## src/rtl/ps2mt_pkg.sv

```systemverilog
// Shared constants, codes and types of the PS/2 mouse packet tracker.
`default_nettype none
package ps2mt_pkg;

	localparam int SUM_WIDTH  = 16;   // per-poll move totals, signed
	localparam int DATA_W     = 8;
	localparam int MOVE_W     = 8;
	localparam int BTN_W      = 3;
	localparam int POS_W      = 15;
	localparam int SIZE_W     = 14;
	localparam int PROD_W     = POS_W + SIZE_W;
	localparam int STEP_SHIFT = 9;    // 512 position units per move unit
	localparam int M_TDATA_W  = 80;   // 77 payload bits, padded to bytes
	localparam int CFG_IDX_W  = 1;

	localparam logic [POS_W-1:0] POS_MAX    = POS_W'(32767);
	localparam logic [POS_W-1:0] POS_CENTER = POS_W'(16384);

	// header byte bits
	localparam int SYNC_BIT  = 3;
	localparam int XSIGN_BIT = 4;
	localparam int YSIGN_BIT = 5;

	// input kinds carried on tuser
	localparam logic MODE_BYTE     = 1'b0;
	localparam logic MODE_POLL_END = 1'b1;

	// configuration register indexes
	localparam logic [CFG_IDX_W-1:0] REG_WIDTH_PX  = CFG_IDX_W'(0);
	localparam logic [CFG_IDX_W-1:0] REG_HEIGHT_PX = CFG_IDX_W'(1);

	typedef struct packed {
		logic signed [MOVE_W-1:0] move_x;
		logic signed [MOVE_W-1:0] move_y;
		logic [BTN_W-1:0]         buttons;
		logic [POS_W-1:0]         pos_x;
		logic [POS_W-1:0]         pos_y;
		logic                     scaled;
	} report_t;

endpackage
`default_nettype wire

```

## src/rtl/ps2_mouse_packet_tracker.sv

```systemverilog
// Top level of the PS/2 mouse packet tracker.
//
// Takes a stream of received PS/2 mouse bytes and end-of-poll markers (tuser
// high), assembles three-byte packets (header, X, Y), accumulates saturating
// per-poll move totals and, at each end of poll that follows at least one
// packet, emits one report beat: the totals clamped to -128..127, the buttons
// of the last packet, a 15-bit absolute position that moves 512 units per
// count (Y inverted, clamped to 0..32767) and that position scaled to the
// screen size. Data bytes and idle polls emit nothing; a header byte must
// have bit 3 set or it is dropped. One input beat is taken every cycle; a
// stalled output only holds the input once the report pipeline behind it is
// full. After its end-of-poll beat is accepted, a report lands in the input
// register, then advances through the position update register, the product
// register (the two 15x14 multipliers) and the divide-by-32767 correction
// into the output register.
// Write screen sizes only while the block is idle; a zero size turns scaling
// off and zeroes both pixel fields.
`default_nettype none
module ps2_mouse_packet_tracker (
	input  wire                                   clk,
	input  wire                                   arst_n,
	// input stream
	input  wire                                   s_tvalid,
	output logic                                  s_tready,
	input  wire  [ps2mt_pkg::DATA_W-1:0]          s_tdata,  // [7:0] data_byte
	input  wire                                   s_tuser,  // [0] mode
	// report stream
	output logic                                  m_tvalid,
	input  wire                                   m_tready,
	// [7:0] move_x, [15:8] move_y, [18:16] button_bits, [33:19] position_x,
	// [48:34] position_y, [62:49] pixel_x, [76:63] pixel_y, [79:77] zero
	output logic [ps2mt_pkg::M_TDATA_W-1:0]       m_tdata,
	output logic                                  m_tuser,  // [0] scaled_valid
	// configuration writes
	input  wire                                   cfg_valid,
	output logic                                  cfg_ready,
	input  wire  [ps2mt_pkg::CFG_IDX_W-1:0]       cfg_index,
	input  wire  [ps2mt_pkg::SIZE_W-1:0]          cfg_data
);

	localparam int PAYLOAD_W = 2*ps2mt_pkg::MOVE_W + ps2mt_pkg::BTN_W
		+ 2*ps2mt_pkg::POS_W + 2*ps2mt_pkg::SIZE_W;

	logic [ps2mt_pkg::SIZE_W-1:0] width_q, height_q;
	logic                         v_s1, mode_s1;
	logic [ps2mt_pkg::DATA_W-1:0] byte_s1;
	logic                         trk_ready;
	logic                         rpt_valid, rpt_ready;
	ps2mt_pkg::report_t           rpt;
	ps2mt_pkg::report_t           out_rpt;
	logic [ps2mt_pkg::SIZE_W-1:0] pix_x, pix_y;

	// configuration registers: always ready
	assign cfg_ready = 1'b1;

	always_ff @(posedge clk or negedge arst_n) begin
		if (!arst_n) begin
			width_q  <= '0;
			height_q <= '0;
		end else if (cfg_valid) begin
			unique case (cfg_index)
				ps2mt_pkg::REG_WIDTH_PX:  width_q  <= cfg_data;
				ps2mt_pkg::REG_HEIGHT_PX: height_q <= cfg_data;
			endcase
		end
	end

	// input register: refill as soon as the tracker takes the held beat
	assign s_tready = !v_s1 || trk_ready;

	always_ff @(posedge clk or negedge arst_n) begin
		if (!arst_n)
			v_s1 <= 1'b0;
		else if (s_tready)
			v_s1 <= s_tvalid;
	end

	always_ff @(posedge clk) begin
		if (s_tvalid && s_tready) begin
			mode_s1 <= s_tuser;
			byte_s1 <= s_tdata;
		end
	end

	ps2mt_track u_track (
		.clk        (clk),
		.arst_n     (arst_n),
		.in_valid   (v_s1),
		.in_ready   (trk_ready),
		.in_mode    (mode_s1),
		.in_byte    (byte_s1),
		.width_px   (width_q),
		.height_px  (height_q),
		.out_valid  (rpt_valid),
		.out_ready  (rpt_ready),
		.out_report (rpt)
	);

	ps2mt_scale u_scale (
		.clk        (clk),
		.arst_n     (arst_n),
		.in_valid   (rpt_valid),
		.in_ready   (rpt_ready),
		.in_report  (rpt),
		.width_px   (width_q),
		.height_px  (height_q),
		.out_valid  (m_tvalid),
		.out_ready  (m_tready),
		.out_report (out_rpt),
		.pixel_x    (pix_x),
		.pixel_y    (pix_y)
	);

	// pack the report, first field in the lowest bits
	assign m_tdata = {{(ps2mt_pkg::M_TDATA_W-PAYLOAD_W){1'b0}},
		pix_y, pix_x, out_rpt.pos_y, out_rpt.pos_x, out_rpt.buttons,
		out_rpt.move_y, out_rpt.move_x};
	assign m_tuser = out_rpt.scaled;

endmodule
`default_nettype wire

```

## src/rtl/ps2mt_track.sv

```systemverilog
// Packet assembly, saturating move totals and absolute position tracking.
`default_nettype none
module ps2mt_track (
	input  wire                                   clk,
	input  wire                                   arst_n,
	input  wire                                   in_valid,
	output logic                                  in_ready,
	input  wire                                   in_mode,
	input  wire  [ps2mt_pkg::DATA_W-1:0]          in_byte,
	input  wire  [ps2mt_pkg::SIZE_W-1:0]          width_px,
	input  wire  [ps2mt_pkg::SIZE_W-1:0]          height_px,
	output logic                                  out_valid,
	input  wire                                   out_ready,
	output ps2mt_pkg::report_t                    out_report
);

	localparam int SW    = ps2mt_pkg::SUM_WIDTH;
	localparam int MW    = ps2mt_pkg::MOVE_W;
	localparam int PW    = ps2mt_pkg::POS_W;
	localparam int EXT_W = PW + 3;
	localparam int BW    = ps2mt_pkg::BTN_W;

	localparam logic [1:0] SLOT_HEADER = 2'd0;
	localparam logic [1:0] SLOT_X      = 2'd1;
	localparam logic [1:0] SLOT_Y      = 2'd2;

	localparam logic signed [SW-1:0] SUM_MAX = {1'b0, {(SW-1){1'b1}}};
	localparam logic signed [SW-1:0] SUM_MIN = {1'b1, {(SW-1){1'b0}}};
	localparam logic signed [MW-1:0] MOVE_MAX = {1'b0, {(MW-1){1'b1}}};
	localparam logic signed [MW-1:0] MOVE_MIN = {1'b1, {(MW-1){1'b0}}};

	logic [1:0]             slot_q;
	logic [BW+1:0]          hdr_q;     // {y sign, x sign, buttons}
	logic [7:0]             xbyte_q;
	logic signed [SW-1:0]   sum_x_q, sum_y_q;
	logic [BW-1:0]          btn_q;
	logic                   seen_q;
	logic [PW-1:0]          abs_x_q, abs_y_q;
	logic                   v_s2;
	ps2mt_pkg::report_t     rpt_s2;

	logic                   produce, slot_ready, fire;
	logic [8:0]             dx9, dy9;
	logic signed [SW:0]     add_x, add_y;
	logic signed [SW-1:0]   sat_x, sat_y;
	logic signed [MW-1:0]   mv_x, mv_y;
	logic signed [EXT_W-1:0] ext_x, ext_y, step_x, step_y;
	logic [PW-1:0]          nxt_x, nxt_y;

	assign produce    = (in_mode == ps2mt_pkg::MODE_POLL_END) && seen_q;
	assign slot_ready = !v_s2 || out_ready;
	assign in_ready   = !produce || slot_ready;
	assign fire       = in_valid && in_ready;

	always_comb begin
		dx9   = {hdr_q[ps2mt_pkg::XSIGN_BIT-1], xbyte_q};
		dy9   = {hdr_q[ps2mt_pkg::YSIGN_BIT-1], in_byte};
		add_x = {sum_x_q[SW-1], sum_x_q} + $signed({{(SW-8){dx9[8]}}, dx9});
		add_y = {sum_y_q[SW-1], sum_y_q} + $signed({{(SW-8){dy9[8]}}, dy9});
		// saturate on overflow of the totals
		if (add_x[SW] != add_x[SW-1])
			sat_x = add_x[SW] ? SUM_MIN : SUM_MAX;
		else
			sat_x = add_x[SW-1:0];
		if (add_y[SW] != add_y[SW-1])
			sat_y = add_y[SW] ? SUM_MIN : SUM_MAX;
		else
			sat_y = add_y[SW-1:0];

		// clamp totals to the 8-bit signed range
		if (sum_x_q[SW-1:MW-1] == {(SW-MW+1){sum_x_q[SW-1]}})
			mv_x = sum_x_q[MW-1:0];
		else
			mv_x = sum_x_q[SW-1] ? MOVE_MIN : MOVE_MAX;
		if (sum_y_q[SW-1:MW-1] == {(SW-MW+1){sum_y_q[SW-1]}})
			mv_y = sum_y_q[MW-1:0];
		else
			mv_y = sum_y_q[SW-1] ? MOVE_MIN : MOVE_MAX;

		step_x = $signed({{(EXT_W-MW-ps2mt_pkg::STEP_SHIFT){mv_x[MW-1]}}, mv_x,
			{ps2mt_pkg::STEP_SHIFT{1'b0}}});
		step_y = $signed({{(EXT_W-MW-ps2mt_pkg::STEP_SHIFT){mv_y[MW-1]}}, mv_y,
			{ps2mt_pkg::STEP_SHIFT{1'b0}}});
		ext_x  = $signed({3'b000, abs_x_q}) + step_x;
		ext_y  = $signed({3'b000, abs_y_q}) - step_y;

		if (ext_x[EXT_W-1])
			nxt_x = '0;
		else if (ext_x[EXT_W-2:PW] != '0)
			nxt_x = ps2mt_pkg::POS_MAX;
		else
			nxt_x = ext_x[PW-1:0];
		if (ext_y[EXT_W-1])
			nxt_y = '0;
		else if (ext_y[EXT_W-2:PW] != '0)
			nxt_y = ps2mt_pkg::POS_MAX;
		else
			nxt_y = ext_y[PW-1:0];
	end

	always_ff @(posedge clk or negedge arst_n) begin
		if (!arst_n) begin
			slot_q  <= SLOT_HEADER;
			hdr_q   <= '0;
			xbyte_q <= '0;
			sum_x_q <= '0;
			sum_y_q <= '0;
			btn_q   <= '0;
			seen_q  <= 1'b0;
			abs_x_q <= ps2mt_pkg::POS_CENTER;
			abs_y_q <= ps2mt_pkg::POS_CENTER;
		end else if (fire) begin
			if (in_mode == ps2mt_pkg::MODE_BYTE) begin
				unique case (slot_q)
					SLOT_X: begin
						xbyte_q <= in_byte;
						slot_q  <= SLOT_Y;
					end
					SLOT_Y: begin
						sum_x_q <= sat_x;
						sum_y_q <= sat_y;
						btn_q   <= hdr_q[BW-1:0];
						seen_q  <= 1'b1;
						slot_q  <= SLOT_HEADER;
					end
					default: begin
						// out of sync: drop bytes without the sync bit
						if (in_byte[ps2mt_pkg::SYNC_BIT]) begin
							hdr_q  <= {in_byte[ps2mt_pkg::YSIGN_BIT],
								in_byte[ps2mt_pkg::XSIGN_BIT], in_byte[BW-1:0]};
							slot_q <= SLOT_X;
						end else begin
							slot_q <= SLOT_HEADER;
						end
					end
				endcase
			end else if (seen_q) begin
				abs_x_q <= nxt_x;
				abs_y_q <= nxt_y;
				sum_x_q <= '0;
				sum_y_q <= '0;
				btn_q   <= '0;
				seen_q  <= 1'b0;
			end
		end
	end

	always_ff @(posedge clk or negedge arst_n) begin
		if (!arst_n)
			v_s2 <= 1'b0;
		else if (fire && produce)
			v_s2 <= 1'b1;
		else if (out_ready)
			v_s2 <= 1'b0;
	end

	always_ff @(posedge clk) begin
		if (fire && produce) begin
			rpt_s2.move_x  <= mv_x;
			rpt_s2.move_y  <= mv_y;
			rpt_s2.buttons <= btn_q;
			rpt_s2.pos_x   <= nxt_x;
			rpt_s2.pos_y   <= nxt_y;
			rpt_s2.scaled  <= (width_px != '0) && (height_px != '0);
		end
	end

	assign out_valid  = v_s2;
	assign out_report = rpt_s2;

endmodule
`default_nettype wire

```

## src/rtl/ps2mt_scale.sv

```systemverilog
// Pixel scaling: product register, then divide by 32767 into the output register.
`default_nettype none
module ps2mt_scale (
	input  wire                                   clk,
	input  wire                                   arst_n,
	input  wire                                   in_valid,
	output logic                                  in_ready,
	input  ps2mt_pkg::report_t                    in_report,
	input  wire  [ps2mt_pkg::SIZE_W-1:0]          width_px,
	input  wire  [ps2mt_pkg::SIZE_W-1:0]          height_px,
	output logic                                  out_valid,
	input  wire                                   out_ready,
	output ps2mt_pkg::report_t                    out_report,
	output logic [ps2mt_pkg::SIZE_W-1:0]          pixel_x,
	output logic [ps2mt_pkg::SIZE_W-1:0]          pixel_y
);

	localparam int PR = ps2mt_pkg::PROD_W;
	localparam int PW = ps2mt_pkg::POS_W;
	localparam int SZ = ps2mt_pkg::SIZE_W;

	logic               v_s3, v_q;
	ps2mt_pkg::report_t rpt_s3, rpt_q;
	logic [PR-1:0]      prod_x_s3, prod_y_s3;
	logic [SZ-1:0]      pix_x_q, pix_y_q;
	logic               out_free, load_s3, load_out;
	logic [SZ-1:0]      div_x, div_y;

	// floor(p / 32767): q = p >> 15 leaves p - q*32767 = p[14:0] + q,
	// which stays below twice the divisor, so one correction step suffices
	function automatic logic [SZ-1:0] div_pos_max(input logic [PR-1:0] p);
		logic [PR-PW-1:0] q;
		logic [PW:0]      rem;
		q   = p[PR-1:PW];
		rem = {1'b0, p[PW-1:0]} + (PW+1)'(q);
		if (rem >= {1'b0, ps2mt_pkg::POS_MAX})
			div_pos_max = SZ'(q) + SZ'(1);
		else
			div_pos_max = SZ'(q);
	endfunction

	assign out_free = !v_q || out_ready;
	assign in_ready = !v_s3 || out_free;
	assign load_s3  = in_valid && in_ready;
	assign load_out = v_s3 && out_free;
	assign div_x    = div_pos_max(prod_x_s3);
	assign div_y    = div_pos_max(prod_y_s3);

	always_ff @(posedge clk or negedge arst_n) begin
		if (!arst_n) begin
			v_s3 <= 1'b0;
			v_q  <= 1'b0;
		end else begin
			if (load_s3)
				v_s3 <= 1'b1;
			else if (load_out)
				v_s3 <= 1'b0;
			if (load_out)
				v_q <= 1'b1;
			else if (out_ready)
				v_q <= 1'b0;
		end
	end

	always_ff @(posedge clk) begin
		if (load_s3) begin
			rpt_s3    <= in_report;
			prod_x_s3 <= PR'(in_report.pos_x) * PR'(width_px);
			prod_y_s3 <= PR'(in_report.pos_y) * PR'(height_px);
		end
		if (load_out) begin
			rpt_q   <= rpt_s3;
			pix_x_q <= rpt_s3.scaled ? div_x : '0;
			pix_y_q <= rpt_s3.scaled ? div_y : '0;
		end
	end

	assign out_valid  = v_q;
	assign out_report = rpt_q;
	assign pixel_x    = pix_x_q;
	assign pixel_y    = pix_y_q;

endmodule
`default_nettype wire

```

## config.mk

```make
export PLATFORM = sky130hd
export DESIGN_NAME = ps2_mouse_packet_tracker
export DESIGN_NICKNAME = d
export VERILOG_FILES = /design/src/rtl/ps2mt_pkg.sv /design/src/rtl/ps2_mouse_packet_tracker.sv /design/src/rtl/ps2mt_track.sv /design/src/rtl/ps2mt_scale.sv
export SDC_FILE = /design/constraint.sdc
export NUM_CORES = 1
export LEC_CHECK = 0
export BUFFER_PORTS_ARGS = -buffer_cell sky130_fd_sc_hd__buf_2
export CAP_MARGIN = 20
export CELL_PAD_IN_SITES_DETAIL_PLACEMENT = 0
export CELL_PAD_IN_SITES_GLOBAL_PLACEMENT = 2
export CORE_AREA = 2 2 271 273
export DETAILED_ROUTE_END_ITERATION = 12
export DIE_AREA = 0 0 273 275
export GPL_TIMING_DRIVEN = 0
export HOLD_SLACK_MARGIN = 0.02
export PLACE_DENSITY = 0.82
export REMOVE_ABC_BUFFERS = 1
export SKIP_LAST_GASP = 1
export SLEW_MARGIN = 0
export SYNTH_ARGS = -nofsm -noshare
export SYNTH_HDL_FRONTEND = slang
export SYNTH_HIERARCHICAL = 1
export SYNTH_SLANG_ARGS = --single-unit
```

## constraint.sdc

```tcl
create_clock -name clk -period 9.4 [get_ports clk]
set_clock_uncertainty 0.05 [all_clocks]
set_input_delay 0 -clock clk [delete_from_list [all_inputs] [get_ports clk]]
set_output_delay 0 -clock clk [all_outputs]
set_load 0.02 [all_outputs]
```

==> run_results.csv <==
group,metric,value,unit
placement,numPlacedInstances,3881,
worst_setup_path,slowest_delay,0.74,ns
timing,final_period_minus_worst_setup_slack,7.221,ns
synth,most_common_cell_in_the_synthesized_netlist,"inv_1",
worst_setup_path,critical-path-slowest-cell,"edfxtp_1",
worst_setup_path,worst-setup-path-type,"flip-flop to flip-flop",
placement,placement.io_buffers,108,
global_route,grt_pass1_vias,22080,
timing,rsz0062_at_grt,"no",
synth,post_synth_and_or_nand_nor_area_fraction,0.1300,
worst_setup_path,worstPathRequired,9.80,ns
synth,synth_top_cells_by_count,"inv_1 (403), fa_1 (312), nand2_1 (304)",
timing,finalHoldWorstSlack,0.06376,ns
clock_network,h-tree-depth,2,
die,dieArea,75080,um^2
global_route,grt_pass1_wl,117500,um
route,route.vias.total,21170,
timing,report.final.setup_viol,0,
synth,synthesis.yosys.warnings,6,
finish,fillerInstances,6761,
route,detailedRoute.firstIterationViolations,1147,
synth,netlist-cell-type-count,94,
timing,tightest_slew,0.9919,ns
placement,dp.final_hpwl,53440,um
worst_setup_path,arrival,7.62,ns
synth,synth.cell_area,30750,um^2
synth,ys_seq_area_frac,0.3312,
synth,postSynthCellCount,2916,
finish,layout_overhead_on_the_synthesized_area,10.59,%
die,dieWidth,273,um
clock_network,num_clock_sinks,358,
timing,min_period_over_period,0.7682,
timing,setup_tns_final,0,ns
synth,yosys_register_bits,358,
clock_network,worst_skew_pair.late_latency,0.59,ns
synth,syn-mean-instance-area,10.55,um^2
synth,netlist_top_cells_area,"edfxtp_1 (24%), fa_1 (20%), ha_1 (11%)",
clock_network,tritoncts,"yes",
die,start_util,0.4251,
clock_network,cts.clk_slew.worst_paths,0.06,ns
worst_setup_path,path_max_fanout,15,
synth,synth_xor_area_frac,0.02648,
synth,post_synthesis_mux_area_share,0.02164,
finish,drive_gt1_frac,0.08920,
route,via_per_inst,5.289,
clock_network,ctsRootBufferMaster,"clkbuf_16",
synth,synth_compound_gate_area_share,0.1148,
flow_run,cap_viol_max_count,0,
synth,synthDominantCellAreaShare,0.2392,
global_route,grt_overflow_total,0,
route,count_of_nets_left_with_antenna_violations_after_detail_routing,0,
worst_setup_path,critical_path.endpoint_type,"flip-flop",
die,die_height,275,um
placement,postPlaceCellArea,32180,um^2
synth,library_cell_occupying_the_most_area_in_the_post_synthesis_netlist,"edfxtp_1",
clock_network,total_of_cells_resized_after_clock_tree_synthesis,0,
finish,multiInputGateArea,18580,um^2
timing,fmaxAchievable,138.5,MHz
clock_network,cts_buffer_depth,3,
global_route,grt_start_max_net_pins,71,
finish,finish.instance_area,34010,um^2
synth,yosys_most_used_dff,"edfxtp_1",
route,detail_route.first_pass.iterations,7,
die,io_pins,113,
timing,slew_violations,0,
synth,ys_async_sr_fraction,0.3156,
synth,synth-adder-area-share,0.3100,
finish,final_net_count,3607,
global_route,grt_use_total,0.1957,
die,floorplan.rows,99,
route,finalWirelength,71540,um
worst_setup_path,start_kind,"flip-flop",
global_route,grt_antenna_before_repair,11,
timing,finalHoldViolCount,0,
worst_setup_path,worstPathCellList,"and2_1, fa_1, inv_1, fa_1, inv_1, fa_1, inv_1, fa_1, inv_1, fa_1, inv_1, fa_1, inv_1, ha_1, a21o_1, nand2_1, o31ai_1, o41a_1, a2111o_1, a21oi_1, o21ai_0, a2111o_1, nand3_1",
route,wire_per_inst,17.88,um
hold_path,min_path_type,"input pin to flip-flop",
finish,seqCellArea,10190,um^2
synth,synth_edf_count,245,
die,design.core.area,72340,um^2
clock_network,cts_buffers,42,
finish,finalNonFillerCells,4002,
timing,timing.max_slew.rel_slack,0.3388,
synth,dominant_combinational_cell_family_by_area_after_synthesis,"adder cells",
placement,globalplace.congestion,0.8405,
route,drc,0,
status,run_status,"completed",
-- critical path, delay by kind of cell, from the launching register on --
kind	cells	cell delay (ns)
buffers and inverters	6	0.30
AND/OR/NAND/NOR	3	0.47
flip-flops	1	0.74
AO/OA/AOI/OAI	7	2.11
adder cells (fa/ha/maj)	7	3.40
-- what timing repair did --
item	4_1_cts	5_1_grt
buffers inserted	0	0
hold endpoints to repair	164	0
hold buffers	35	0
-- state kept, by name (all words and copies together) (netlist names), 3 cells and up --
register / flops
u_scale/pixel_y: 14
u_track/abs_x_q: 15
u_track/sum_y_q: 16
u_scale/pixel_x: 14
u_scale/prod_y_s3: 29
u_track/out_report: 50
height_q: 14
u_track/sum_x_q: 16
byte_s1: 8
u_scale/out_report: 50
u_scale/prod_x_s3: 29
u_track/abs_y_q: 15
u_track/hdr_q: 5
u_track/xbyte_q: 8
width_q: 14
u_scale/rpt_s3: 50
u_track/btn_q: 3
-- worst paths after layout --
| check | from | to | slack [ns] | depth (start not counted) |
|---|---|---|---|---|
| worst max-delay path | u_track/out_report[22] | u_scale/prod_x_s3[27] | 2.18 | 23 |
| worst min-delay path | cfg_valid | width_q[8] | 0.06 | 3 |
| worst max register to register | u_track/out_report[22] | u_scale/prod_x_s3[27] | 2.18 | 23 |
| worst min register to register | u_scale/rpt_s3[48] | u_scale/out_report[48] | 0.36 | 0 |
| max in group asynchronous | arst_n | u_track/abs_y_q[14] | 8.49 | 4 |
| min in group asynchronous | arst_n | u_track/abs_x_q[14] | 0.43 | 3 |
-- per-stage QoR --
| stage | setup slack (ns) | utilization |
|---|---|---|
| 2_1_floorplan | 2.824 | - |
| 3_3_place_gp | 2.206 | 0.4424 |
| 5_1_grt | 1.693 | 0.4701 |
| 6_report | 2.179 | 0.4702 |
| 4_1_cts | 2.190 | 0.4697 |
| 3_5_place_dp | 2.213 | 0.4448 |
-- final cells by class --
class                   instances  share of cell area
diodes                          5           0.0003679
clock buffers                  54             0.03465
clock inverters                24            0.007504
inverters                     404             0.04462
multi-input cells            2045              0.5462
flip-flops and latches        358              0.2995
well taps                     959             0.03528
repair buffers                153             0.03186
-- logic make-up (layout without fill, tap and decap cells) --
family | after synthesis | count (layout)
AO/OA/AOI/OAI | 510 | 510
XOR/XNOR | 93 | 93
multiplexers | 60 | 60
AND/OR/NAND/NOR | 803 | 803
other | 2 | 9
flip-flops | 358 | 358
adder cells (fa/ha/maj) | 575 | 575
buffers and inverters | 515 | 635
-- placed cells by master, fill, tap and decap left out, types with 23 or more instances in the layout --
cell / instances
nor3_1: 33
buf_2: 108
xnor2_1: 61
and2_1: 209
nor2_1: 93
a211oi_1: 23
nand3_1: 35
fa_1: 312
clkbuf_16: 44
nand2_1: 304
dfrtp_1: 111
xor2_1: 32
o21a_1: 43
a21o_1: 51
inv_1: 403
o21ai_0: 92
edfxtp_1: 245
ha_1: 262
mux2_2: 40
dlygate4sd3_1: 34
nand2b_1: 26
a21oi_1: 120
-- metal layers --
metal  up-vias  share of wire  track usage  routed length [um]
li1      10050              -            -                   -
met1     10590           0.47       0.2696               33270
met2       429           0.47       0.3247               33360
met3        91          0.048      0.03160                3415
met4        12          0.020      0.04587                1430
met5         -        0.00096            0                  69
Power is left out: the tool's default activity adds up to more than one toggle a clock period on the data nets, which glitch-free logic cannot reach.
